File: src/assert_macros.svh
// Assertion macros shared by the barometric compensation RTL.
// No dependencies; SYNTHESIS selects the empty bodies.
`ifndef ASSERT_MACROS_SVH
`define ASSERT_MACROS_SVH
`ifndef SYNTHESIS
// Check a property on the rising clock edge, disabled while reset is active.
`define BSC_ASSERT(lbl, clk, rst_n, prop) \
  lbl: assert property (@(posedge clk) disable iff (!rst_n) prop) \
    else $error("bsc assertion failed");
// Check a property on the rising clock edge, also during reset.
`define BSC_ASSERT_RST(lbl, clk, prop) \
  lbl: assert property (@(posedge clk) prop) \
    else $error("bsc reset assertion failed");
`else
`define BSC_ASSERT(lbl, clk, rst_n, prop)
`define BSC_ASSERT_RST(lbl, clk, prop)
`endif
`endif

File: src/bsc_pkg.sv
// Shared widths, constants, register codes and stage payload types for the
// barometric compensation pipeline. No dependencies.
package bsc_pkg;

  // Port widths
  localparam int RAW_W     = 24;
  localparam int COEF_W    = 16;
  localparam int CFG_IDX_W = 3;
  localparam int TEMP_W    = 15;
  localparam int PRESS_W   = 17;

  // Internal widths
  localparam int DT_W    = 25;  // raw temperature minus reference
  localparam int PROD_W  = 42;  // dT times a calibration word
  localparam int DSQ_W   = 50;  // dT squared
  localparam int DTEMP_W = 19;  // TEMP - 2000
  localparam int TEMP1_W = 20;  // first order TEMP
  localparam int DTP_W   = 20;  // TEMP + 1500
  localparam int T2_W    = 18;
  localparam int OFF_W   = 37;
  localparam int SENS_W  = 36;
  localparam int SQ1_W   = 38;
  localparam int SQ2_W   = 40;
  localparam int TERM_W  = 42;  // second order correction terms
  localparam int FIN_W   = 42;  // corrected OFF
  localparam int SENSM_W = 39;  // corrected SENS, as it enters the multiplier
  localparam int SLO_W   = 20;  // low unsigned slice of SENS
  localparam int SHI_W   = SENSM_W - SLO_W;
  localparam int PP_W    = 44;
  localparam int P64_W   = 64;
  localparam int X_W     = 44;
  localparam int P_W     = 29;
  localparam int TEMPF_W = 21;

  // Scaling and limits
  localparam int signed TEMP_REF     = 2000;
  localparam int signed TEMP_LOW_OFS = 3500;   // 2000 - (-1500)
  localparam int signed TEMP_MIN     = -4000;
  localparam int signed TEMP_MAX     = 8500;
  localparam int signed PRESS_MIN    = 1000;
  localparam int signed PRESS_MAX    = 120000;

  // Configuration register indexes
  localparam logic [CFG_IDX_W-1:0] CFG_C1 = 3'd0;
  localparam logic [CFG_IDX_W-1:0] CFG_C2 = 3'd1;
  localparam logic [CFG_IDX_W-1:0] CFG_C3 = 3'd2;
  localparam logic [CFG_IDX_W-1:0] CFG_C4 = 3'd3;
  localparam logic [CFG_IDX_W-1:0] CFG_C5 = 3'd4;
  localparam logic [CFG_IDX_W-1:0] CFG_C6 = 3'd5;

  typedef struct packed {
    logic [COEF_W-1:0] c1;
    logic [COEF_W-1:0] c2;
    logic [COEF_W-1:0] c3;
    logic [COEF_W-1:0] c4;
    logic [COEF_W-1:0] c5;
    logic [COEF_W-1:0] c6;
  } coef_t;

  // First order results plus squares for the second order correction
  typedef struct packed {
    logic signed [SQ1_W-1:0]   sq1;
    logic signed [SQ2_W-1:0]   sq2;
    logic                      lt_ref;
    logic                      lt_low;
    logic signed [TEMPF_W-1:0] temp_f;
    logic signed [OFF_W-1:0]   off;
    logic signed [SENS_W-1:0]  sens;
    logic [RAW_W-1:0]          d1;
  } fo_t;

  // Corrected offset and sensitivity
  typedef struct packed {
    logic signed [FIN_W-1:0]   off_f;
    logic signed [SENSM_W-1:0] sens_f;
    logic signed [TEMPF_W-1:0] temp_f;
    logic [RAW_W-1:0]          d1;
  } so_t;

endpackage

File: src/bsc_cfg_regs.sv
// Calibration word register file for the barometric compensation block.
// Depends on bsc_pkg.
module bsc_cfg_regs (
  input  logic                           clk,
  input  logic                           rst_n,
  input  logic                           cfg_valid,
  output logic                           cfg_ready,
  input  logic [bsc_pkg::CFG_IDX_W-1:0]  cfg_index,
  input  logic [bsc_pkg::COEF_W-1:0]     cfg_data,
  output bsc_pkg::coef_t                 coef
);
  import bsc_pkg::*;

  coef_t coef_r;

  assign cfg_ready = 1'b1;
  assign coef      = coef_r;

  always_ff @(posedge clk) begin
    if (!rst_n) begin
      coef_r <= '0;
    end else if (cfg_valid) begin
      unique case (cfg_index)
        CFG_C1:  coef_r.c1 <= cfg_data;
        CFG_C2:  coef_r.c2 <= cfg_data;
        CFG_C3:  coef_r.c3 <= cfg_data;
        CFG_C4:  coef_r.c4 <= cfg_data;
        CFG_C5:  coef_r.c5 <= cfg_data;
        CFG_C6:  coef_r.c6 <= cfg_data;
        default: ;  // drop writes beyond the register list
      endcase
    end
  end

endmodule

File: config.mk
export PLATFORM = sky130hd
export DESIGN_NAME = bsc_cfg_regs
export DESIGN_NICKNAME = d
export VERILOG_FILES = /design/src/assert_macros.svh /design/src/bsc_pkg.sv /design/src/bsc_cfg_regs.sv
export SDC_FILE = /design/constraint.sdc
export NUM_CORES = 1
export LEC_CHECK = 0
export BUFFER_PORTS_ARGS = -buffer_cell sky130_fd_sc_hd__buf_4
export CORE_UTILIZATION = 53
export CTS_BUF_LIST = sky130_fd_sc_hd__clkbuf_8 sky130_fd_sc_hd__clkbuf_16
export DETAILED_ROUTE_END_ITERATION = 10
export PLACE_DENSITY = 0.95
export SYNTH_ARGS = -nofsm -noshare
export SYNTH_HDL_FRONTEND = slang
export SYNTH_SLANG_ARGS = --single-unit
File: constraint.sdc
create_clock -name clk -period 3.1 [get_ports clk]
set_input_delay 0.155 -clock clk [delete_from_list [all_inputs] [get_ports clk]]
set_output_delay 0.155 -clock clk [all_outputs]
set_load 0.01 [all_outputs]
==> metrics.md <==
| Metric | Value |
|---|---|
| Syn Area/Cell | 10.4 µm² |
| Worst Hold Endpoint | coef[16]$_SDFFE_PN0P_ |
| DP HPWL | 5790 µm |
| Grt met3 use | under 10% |
| Final period utilization | 41.6% |
| GRT Total Usage | 24.2% |
| GR Util met2 | around two fifths |
| Vias/cell | 5.21 |
| Clock Path Buffers | 2 |
| GRT overflow | 0 |
| Outcome | finished clean |
| FF-to-FF Start | coef[49]$_SDFFE_PN0P_ |
| Die area | 0.00694 mm² |
| Cell taking the most area after synthesis | dfxtp_1 |
| Hold-fix buffer count after cts | 0 |
| Reg clk slew, reported paths | ~0.090 ns |
| Max-slew headroom | 38.1% |
| Worst r2r path cells | 2 |
| Grt met1 use | 28.6% |
| Avg WL per Cell | 15.9 µm |
| Critical setup path kind | in2reg |
| Number of global-route vias before repair | 2,706 |
| Hold slack | 0.196 ns |
| Syn Inst Count | 336 |
| P per Cell Area | between 500 and 600 mW/mm² |
| Max Clk Rate | 0.775 GHz |
| Final Hold Viols | 0 |
| Yosys cell types | 14 |
| #FFs+latches synth | 96 |
| Initial drt markers | 77 |
| CTS buffer count | 9 |
| Sink Count | between 90 and 100 |
| Core area | 0.00635 mm² |
| Post-CTS setup buffers | 0 |
| Post-route ant nets | 0 |
| Hold Path Depth | 3 |
| Post_cts resized | 0 |
| Initial Utilization | ~55% |
| First-pass iteration count of the detailed router | 4 |
| Clock H-tree levels | 3 |
| Share of cells above drive strength 1 | 31.0% |
| Worst ir drop on vdd | 0.453 mV |
| Largest net degree at the start of global routing | 96 |
| Cell Area, Synth | 0.00351 mm² |
| Synth Net Count | 358 |
| Pleak | 2.46 nW |
| Number of flip-flops in the largest register | 96 |
| Slew Viols, Final | 0 |
| Final TNS setup | 0 ns |
| Synth area leaders | dfxtp_1, mux2i_1, nand2_1, buf_2, clkbuf_1 |
| Commonest non-fill, non-tap cell in the layout | buf_4 |
| Max Clock Skew | 0 ns |
| R2r setup slk | 2.39 ns |
| Die Y | ~83 µm |
| Worst R2R End | coef[49]$_SDFFE_PN0P_ |
| Worst-margin pin slew | 0.929 ns |
| GPL Wtd Cong | approximately 0.76 |
| GRT Max-Usage Layer | met2 |
| Routed wire length | 8360 µm |
| Nets | approximately 470 |
| Max cap viols | 0 |
| PortBufs | 117 |
| Worst hold start | cfg_data[0] |
| WP data required | 3.30 ns |
| Minimum clock period | between 1 and 1.5 ns |
| # DRC | 0 |
| Crit path DAT | 1.49 ns |
| Post-synthesis sequential area ratio | 54.8% |
| Die X | 83.3 µm |
| Rows | 29 |
| Initial antenna violation count | 0 |
| Top-Level Pins | 119 |
| Vias | 2,739 |
| Post-synth top area share | 54.8% |
| Startpoint Class | input pin |
| Root Buffer Master | clkbuf_8 |
| Crit end category | register |
| Clock Latency Late Sink | 0.35 ns |
| Most frequent cells in the layout | buf_4, nand2_1, mux2i_1, dfxtp_1, clkbuf_8 |
| Final Setup Violations | 0 |
| CP max FO | 16 |
| Ys Warns | 0 |
| RSZ-0062 raised after global routing | no |
| First-pass GRT wire length | 13,100 µm |
| Area grow syn2layout | 31.9% |
| Worst hold path class | in2reg |
| TritonCTS clock tree | done |
| Ant. Diodes | 0 |
## per-layer routing
metal	share of wire (%)	vias to the layer above
met5	0	-
met4	2.0	0
met3	5.8	16
met2	49	94
met1	43	1306
li1	-	1323
## where the power goes
part / internal [W] / switching [W]
clock: 0.000539 / 0.000436
sequential: 0.00126 / 0.0000153
combinational: 0.0000806 / 0.000100
total: 0.00188 / 0.000552
## cells in the mapped netlist
cell and n:
nand2_1 112, dfxtp_1 96, mux2i_1 96, clkbuf_1 11, buf_2 9, buf_4 2, nand4b_1 2, nand4bb_1 2
and4bb_2 1, buf_1 1, buf_12 1, buf_6 1, conb_1 1, or4b_1 1
## cell families (layout without fill, tap and decap cells)
logic type,count (synthesis),after routing,share of synthesized area (%)
other,1,1,0.107
multiplexers,96,96,27.4
buffers and inverters,25,138,3.89
AND/OR/NAND/NOR,118,118,13.8
flip-flops,96,96,54.8
## critical path: stages
cell and delay [ns]:
buf_4 0.13, or4b_1 0.95, mux2i_1 0.24
## through the flow
step                      utilization (%)  setup WS (ns)  area (µm²)  power, W  std cells
after floorplan                         -           1.89        3510   0.00140        336
after global placement               69.0           1.50        4380   0.00148        510
after detailed placement             69.0           1.45        4380   0.00148        510
after CTS                            72.8           1.82        4620   0.00244        526
after global routing                 72.8           1.77        4620   0.00252        526
final                                72.8           1.81        4620   0.00243        526
## worst max-delay path by stage
stage	end	start	cells after the start
3_3_place_gp	coef[90]$_SDFFE_PN0P_	cfg_index[1]	3
5_1_grt	coef[4]$_SDFFE_PN0P_	rst_n	3
3_5_place_dp	coef[90]$_SDFFE_PN0P_	cfg_index[1]	3
6_report	coef[90]$_SDFFE_PN0P_	cfg_index[1]	3
4_1_cts	coef[83]$_SDFFE_PN0P_	cfg_index[1]	3
2_1_floorplan	coef[80]$_SDFFE_PN0P_	cfg_index[1]	4
## cell type report
| type | count | area, µm² |
|---|---|---|
| multi-input combinational | 215 | 1450 |
| timing repair buffer | 122 | 916 |
| tap | 77 | 96.3 |
| clock buffer | 9 | 124 |
| sequential | 96 | 1920 |
| fill | 463 | 1730 |
| clock inverter | 7 | 118 |
Power figures use the tool's default switching activity.
