[config.mk]
export PLATFORM = sky130hd
export DESIGN_NAME = bsc_press
export DESIGN_NICKNAME = d
export VERILOG_FILES = /design/src/bsc_pkg.sv /design/src/bsc_press.sv
export VERILOG_INCLUDE_DIRS = /design/src /design/src/src
export SDC_FILE = /design/constraint.sdc
export NUM_CORES = 2
export LEC_CHECK = 0
export BUFFER_PORTS_ARGS = -buffer_cell sky130_fd_sc_hd__buf_2
export CAP_MARGIN = 20
export CORE_ASPECT_RATIO = 1.5
export CORE_MARGIN = 4
export CORE_UTILIZATION = 33
export CTS_CLUSTER_DIAMETER = 120
export CTS_CLUSTER_SIZE = 14
export DETAILED_ROUTE_END_ITERATION = 6
export PLACE_DENSITY = 0.54
export SLEW_MARGIN = 20
export SYNTH_ARGS = -nofsm -noshare
export SYNTH_HDL_FRONTEND = slang
export SYNTH_SLANG_ARGS = --single-unit
[constraint.sdc]
create_clock -name clk -period 7.5 [get_ports clk]
set_input_delay 0.375 -clock clk [delete_from_list [all_inputs] [get_ports clk]]
set_output_delay 0.375 -clock clk [all_outputs]
set_load 0.005 [all_outputs]
[src/assert_macros.svh]
// Assertion macros shared by the barometric compensation RTL.
// No dependencies; SYNTHESIS selects the empty bodies.
`ifndef ASSERT_MACROS_SVH
`define ASSERT_MACROS_SVH
`ifndef SYNTHESIS
// Check a property on the rising clock edge, disabled while reset is active.
`define BSC_ASSERT(lbl, clk, rst_n, prop) \
  lbl: assert property (@(posedge clk) disable iff (!rst_n) prop) \
    else $error("bsc assertion failed");
// Check a property on the rising clock edge, also during reset.
`define BSC_ASSERT_RST(lbl, clk, prop) \
  lbl: assert property (@(posedge clk) prop) \
    else $error("bsc reset assertion failed");
`else
`define BSC_ASSERT(lbl, clk, rst_n, prop)
`define BSC_ASSERT_RST(lbl, clk, prop)
`endif
`endif

[src/bsc_pkg.sv]
// Shared widths, constants, register codes and stage payload types for the
// barometric compensation pipeline. No dependencies.
package bsc_pkg;

  // Port widths
  localparam int RAW_W     = 24;
  localparam int COEF_W    = 16;
  localparam int CFG_IDX_W = 3;
  localparam int TEMP_W    = 15;
  localparam int PRESS_W   = 17;

  // Internal widths
  localparam int DT_W    = 25;  // raw temperature minus reference
  localparam int PROD_W  = 42;  // dT times a calibration word
  localparam int DSQ_W   = 50;  // dT squared
  localparam int DTEMP_W = 19;  // TEMP - 2000
  localparam int TEMP1_W = 20;  // first order TEMP
  localparam int DTP_W   = 20;  // TEMP + 1500
  localparam int T2_W    = 18;
  localparam int OFF_W   = 37;
  localparam int SENS_W  = 36;
  localparam int SQ1_W   = 38;
  localparam int SQ2_W   = 40;
  localparam int TERM_W  = 42;  // second order correction terms
  localparam int FIN_W   = 42;  // corrected OFF
  localparam int SENSM_W = 39;  // corrected SENS, as it enters the multiplier
  localparam int SLO_W   = 20;  // low unsigned slice of SENS
  localparam int SHI_W   = SENSM_W - SLO_W;
  localparam int PP_W    = 44;
  localparam int P64_W   = 64;
  localparam int X_W     = 44;
  localparam int P_W     = 29;
  localparam int TEMPF_W = 21;

  // Scaling and limits
  localparam int signed TEMP_REF     = 2000;
  localparam int signed TEMP_LOW_OFS = 3500;   // 2000 - (-1500)
  localparam int signed TEMP_MIN     = -4000;
  localparam int signed TEMP_MAX     = 8500;
  localparam int signed PRESS_MIN    = 1000;
  localparam int signed PRESS_MAX    = 120000;

  // Configuration register indexes
  localparam logic [CFG_IDX_W-1:0] CFG_C1 = 3'd0;
  localparam logic [CFG_IDX_W-1:0] CFG_C2 = 3'd1;
  localparam logic [CFG_IDX_W-1:0] CFG_C3 = 3'd2;
  localparam logic [CFG_IDX_W-1:0] CFG_C4 = 3'd3;
  localparam logic [CFG_IDX_W-1:0] CFG_C5 = 3'd4;
  localparam logic [CFG_IDX_W-1:0] CFG_C6 = 3'd5;

  typedef struct packed {
    logic [COEF_W-1:0] c1;
    logic [COEF_W-1:0] c2;
    logic [COEF_W-1:0] c3;
    logic [COEF_W-1:0] c4;
    logic [COEF_W-1:0] c5;
    logic [COEF_W-1:0] c6;
  } coef_t;

  // First order results plus squares for the second order correction
  typedef struct packed {
    logic signed [SQ1_W-1:0]   sq1;
    logic signed [SQ2_W-1:0]   sq2;
    logic                      lt_ref;
    logic                      lt_low;
    logic signed [TEMPF_W-1:0] temp_f;
    logic signed [OFF_W-1:0]   off;
    logic signed [SENS_W-1:0]  sens;
    logic [RAW_W-1:0]          d1;
  } fo_t;

  // Corrected offset and sensitivity
  typedef struct packed {
    logic signed [FIN_W-1:0]   off_f;
    logic signed [SENSM_W-1:0] sens_f;
    logic signed [TEMPF_W-1:0] temp_f;
    logic [RAW_W-1:0]          d1;
  } so_t;

endpackage

[src/bsc_press.sv]
// Stages 7-9: split D1*SENS product, pressure scaling, saturation, output.
// Depends on bsc_pkg and assert_macros.svh.
`include "assert_macros.svh"
module bsc_press (
  input  logic                                clk,
  input  logic                                rst_n,
  input  logic                                adv,
  input  logic                                in_v,
  input  bsc_pkg::so_t                        so,
  output logic                                out_valid,
  output logic signed [bsc_pkg::TEMP_W-1:0]   out_temp_centi,
  output logic [bsc_pkg::PRESS_W-1:0]         out_press_centi,
  output logic                                out_clamped
);
  import bsc_pkg::*;

  logic                      v7_r, v8_r, v9_r;
  // stage 7
  logic [PP_W-1:0]           pp_lo_nxt, pp_lo_r;
  logic signed [PP_W-1:0]    pp_hi_nxt, pp_hi_r;
  logic signed [FIN_W-1:0]   off_f_r;
  logic signed [TEMPF_W-1:0] temp_f_r;
  // stage 8
  logic signed [P64_W-1:0]   prod;
  logic signed [X_W-1:0]     x_nxt, x_r;
  logic signed [TEMP_W-1:0]  temp_sat_nxt, temp_sat_r;
  logic                      tclamp_nxt, tclamp_r;
  // stage 9
  logic signed [P_W-1:0]     pv;
  logic [PRESS_W-1:0]        press_nxt, press_r;
  logic                      clamp_nxt, clamp_r;
  logic signed [TEMP_W-1:0]  temp_out_r;

  // D1 * SENS as two partial products over a low unsigned and high signed slice
  assign pp_lo_nxt = PP_W'(so.d1) * PP_W'(so.sens_f[SLO_W-1:0]);
  assign pp_hi_nxt = PP_W'($signed({1'b0, so.d1}))
                   * PP_W'($signed(so.sens_f[SENSM_W-1:SLO_W]));

  assign prod  = (P64_W'(pp_hi_r) <<< SLO_W) + P64_W'($signed({1'b0, pp_lo_r}));
  assign x_nxt = X_W'($signed(prod[P64_W-1:21])) - X_W'(off_f_r);

  always_comb begin
    temp_sat_nxt = TEMP_W'(temp_f_r);
    tclamp_nxt   = 1'b0;
    priority if (temp_f_r < TEMPF_W'(TEMP_MIN)) begin
      temp_sat_nxt = TEMP_W'(TEMP_MIN);
      tclamp_nxt   = 1'b1;
    end else if (temp_f_r > TEMPF_W'(TEMP_MAX)) begin
      temp_sat_nxt = TEMP_W'(TEMP_MAX);
      tclamp_nxt   = 1'b1;
    end else begin
      tclamp_nxt   = 1'b0;
    end
  end

  assign pv = $signed(x_r[X_W-1:15]);

  always_comb begin
    press_nxt = pv[PRESS_W-1:0];
    clamp_nxt = tclamp_r;
    priority if (pv < P_W'(PRESS_MIN)) begin
      press_nxt = PRESS_W'(PRESS_MIN);
      clamp_nxt = 1'b1;
    end else if (pv > P_W'(PRESS_MAX)) begin
      press_nxt = PRESS_W'(PRESS_MAX);
      clamp_nxt = 1'b1;
    end else begin
      clamp_nxt = tclamp_r;
    end
  end

  always_ff @(posedge clk) begin
    if (!rst_n) begin
      v7_r <= 1'b0;
      v8_r <= 1'b0;
      v9_r <= 1'b0;
    end else if (adv) begin
      v7_r <= in_v;
      v8_r <= v7_r;
      v9_r <= v8_r;
    end
  end

  always_ff @(posedge clk) begin
    if (adv) begin
      pp_lo_r    <= pp_lo_nxt;
      pp_hi_r    <= pp_hi_nxt;
      off_f_r    <= so.off_f;
      temp_f_r   <= so.temp_f;
      x_r        <= x_nxt;
      temp_sat_r <= temp_sat_nxt;
      tclamp_r   <= tclamp_nxt;
      press_r    <= press_nxt;
      clamp_r    <= clamp_nxt;
      temp_out_r <= temp_sat_r;
    end
  end

  assign out_valid       = v9_r;
  assign out_temp_centi  = temp_out_r;
  assign out_press_centi = press_r;
  assign out_clamped     = clamp_r;

  `BSC_ASSERT(a_stage_moves, clk, rst_n, v7_r && adv |=> v8_r)
  `BSC_ASSERT(a_stage_holds, clk, rst_n, !adv && v8_r |=> v8_r)
  `BSC_ASSERT(a_out_range, clk, rst_n, out_valid |-> (out_temp_centi >= TEMP_W'(TEMP_MIN)) && (out_temp_centi <= TEMP_W'(TEMP_MAX)) && (out_press_centi >= PRESS_W'(PRESS_MIN)) && (out_press_centi <= PRESS_W'(PRESS_MAX)))

endmodule

==> qor.yml <==
via_per_inst: 4.864
clk_path_buf_depth: 3
port_buffers: 163
finClkSkew_ns: 0.01986
min_period_ns: 6.957
initial_utilization_pct: 33.16
die-area_um2: 129800
hold_viol: 0
yosys-top-cells-area: "fa_1 (37%), edfxtp_1 (15%), ha_1 (12%)"
r2r_cells: 18
syn_inst: 4271
antenna_found_initial: 29
cts_buffers: 19
wl_mm: 115.2
r2r_start: "pp_lo_r[34]"
hp-class: "in2reg"
cp_common_cell: "fa_1"
drt_first_pass_iters: 5
ys_types: 65
syn-num-nets: 5555
via_count: 29231
design.core.area_um2: 123400
slew_headroom_pct: 46.44
hpwl_mm: 94.67
cts_root_buf: "clkbuf_16"
numClockSinks: 212
finalNetCount: 5677
pin_count: 164
holdBufCountCts: 4
rsz0062_at_grt: "false"
cp.required_ns: 7.81
cp_data_arrival_time_ns: 7.27
fin_crit_sh_pct: 92.76
grt_pass1_vias: 32590
async_reset_ff_share_pct: 0
htreeDepth: 1
fmax_ghz: 0.1437
synth_area_um2: 40910
cts_resized: 0
final.setup.tns_ns: 0
slowest_stage: "fa_1"
final_common_cell: "inv_1"
slew_viol_final: 0
num_rows: 158
critical_path.startpoint_type: "input port"
synth.avg_cell_area_um2: 9.579
clkTransAtPathRegs_ns: 0.07
drc: 0
synthFlopType: "edfxtp_1"
gp_congestion: 0.9014
path_cells: "buf_2, buf_4, buf_4, and2_1, fa_1, inv_1, fa_1, fa_1, inv_1, fa_1, fa_1, fa_1, fa_1, ha_1, a21oi_1, o211ai_1, a41oi_1, buf_4, o31ai_1, buf_4, o31ai_1, or4b_1, o311ai_0"
r2r_slack_ns: 2.00
r2r-end: "x_r[42]"
hp-start: "so[103]"
post-cts-setup-buffers: 0
clkLatencyLatePin_ns: 0.52
drive_gt1_share_pct: 7.524
layout_common_cells: "inv_1 (883), fa_1 (765), nand2_1 (521)"
synth_edf_count: 209
cp-end-kind: "flop"
yosysSeqAreaShare_pct: 15.49
synth_seq_cells: 212
areaGrowthSynthToFinish_pct: 9.294
grt_start_max_net_pins: 130
avgRoutedWirePerCell_um: 19.17
die_h_um: 439.2
synth_top_cell_by_area: "fa_1"
drt_iter0_markers: 1285
worst_slew_pin_slew_ns: 0.7972
crit_path_max_incr_delay_ns: 0.56
status: "finished, final reports clean"
cts_tree: "built"
final_antenna_net_count: 0
path_class: "in2reg"
setup_viol: 0
holdPathEnd: "off_f_r[19]"
min_delay_path_depth: 1
synth_top_area_share_pct: 37.43
drv_cap: 0
die_w_um: 295.5
grt_pass1_wl_mm: 181.6
track_usage_pct: 18.04
hold_ws_ns: 0.03470
yosysWarnings: 0
worst-path-max-fanout: 21
overflow: 0
through the flow:
| step | std cells | setup WS, ns | cell area, um^2 | utilization [%] |
|---|---|---|---|---|
| 2_1_floorplan | 4271 | 0.4362 | 40910 | - |
| 3_3_place_gp | 5968 | 0.1192 | 44120 | 35.77 |
| 3_5_place_dp | 5968 | 0.03866 | 44120 | 35.77 |
| 4_1_cts | 5999 | 0.6124 | 44690 | 36.23 |
| 5_1_grt | 6006 | 0.3361 | 44700 | 36.24 |
| 6_report | 6010 | 0.5431 | 44710 | 36.25 |
worst max-delay path: cells and delay by family:
kind	cells	cell delay (ns)
adders and majority gates	8	3.70
buffers and inverters	7	1.47
AOI/OAI and AO/OA	6	1.08
and+or+nand+nor	2	0.63
cells by family (layout without fill, tap and decap cells):
group,after synthesis,after routing,share of synthesized area (%)
flops,212,212,15.49
xor+xnor,125,125,2.676
other cells,0,11,0
simple gates,1280,1280,15.84
mux,6,6,0.1529
compound gates,413,413,6.597
fa+ha+maj,1154,1154,49.33
buf+inv,1081,1209,9.921
how the worst max path moves through the flow:
stage | startpoint | end | slack, ns | cells past startpoint
6_report | so[9] | pp_hi_r[37] | 0.54 | 23
3_3_place_gp | so[9] | pp_hi_r[37] | 0.12 | 23
4_1_cts | so[9] | pp_hi_r[37] | 0.61 | 23
5_1_grt | so[9] | pp_hi_r[43] | 0.34 | 25
3_5_place_dp | so[9] | pp_hi_r[37] | 0.04 | 23
2_1_floorplan | so[12] | pp_lo_r[43] | 0.44 | 23
flip-flops by register name, summed over array words and instances, names as in the netlist:
register and flops:
temp_sat_r 15, out_temp_centi 15, out_valid 1, out_press_centi 17, pp_lo_r 24, off_f_r 42, v7_r 1, pp_hi_r 44
tclamp_r 1, v8_r 1, temp_f_r 21, x_r 29, out_clamped 1
layer usage:
metal,vias to the layer above,wire [um],track usage (%)
li1,13370,-,-
met1,14835,44370,20.85
met2,754,60500,33.77
met3,262,4628,1.414
met4,10,5667,8.103
met5,-,57,0
cell type report:
type / count / area, um^2
fillers: 12737 / 78640
inverters: 883 / 3314
flip-flops and latches: 212 / 6336
clock buffers: 25 / 498.0
diodes: 11 / 27.53
well taps: 1600 / 2002
clock inverters: 2 / 25.02
repair buffers: 299 / 1994
multi-input cells: 2978 / 30520
synthesized netlist by cell type (4+ instances only):
master       n
inv_1      883
fa_1       765
nand2_1    521
and2_1     492
ha_1       389
edfxtp_1   209
clkbuf_1   195
a21oi_1    125
nor2_1      83
xnor2_1     79
o21ai_0     70
a21o_1      64
xor2_1      46
nor2b_1     37
nand3_1     30
o21bai_1    29
nand4_1     28
o21a_1      23
nand2b_1    22
a31oi_1     17
and3_1      17
a211oi_1    14
nor3_1      12
nor4_1      12
o211ai_1    11
or3_1        9
and4_1       7
o31ai_1      7
o2111ai_1    6
a21boi_0     5
a31o_2       4
a41oi_1      4
mux2i_1      4
Power is not shown: default switching activity piles up to over one toggle a cycle in this logic, so the estimate is an artifact.
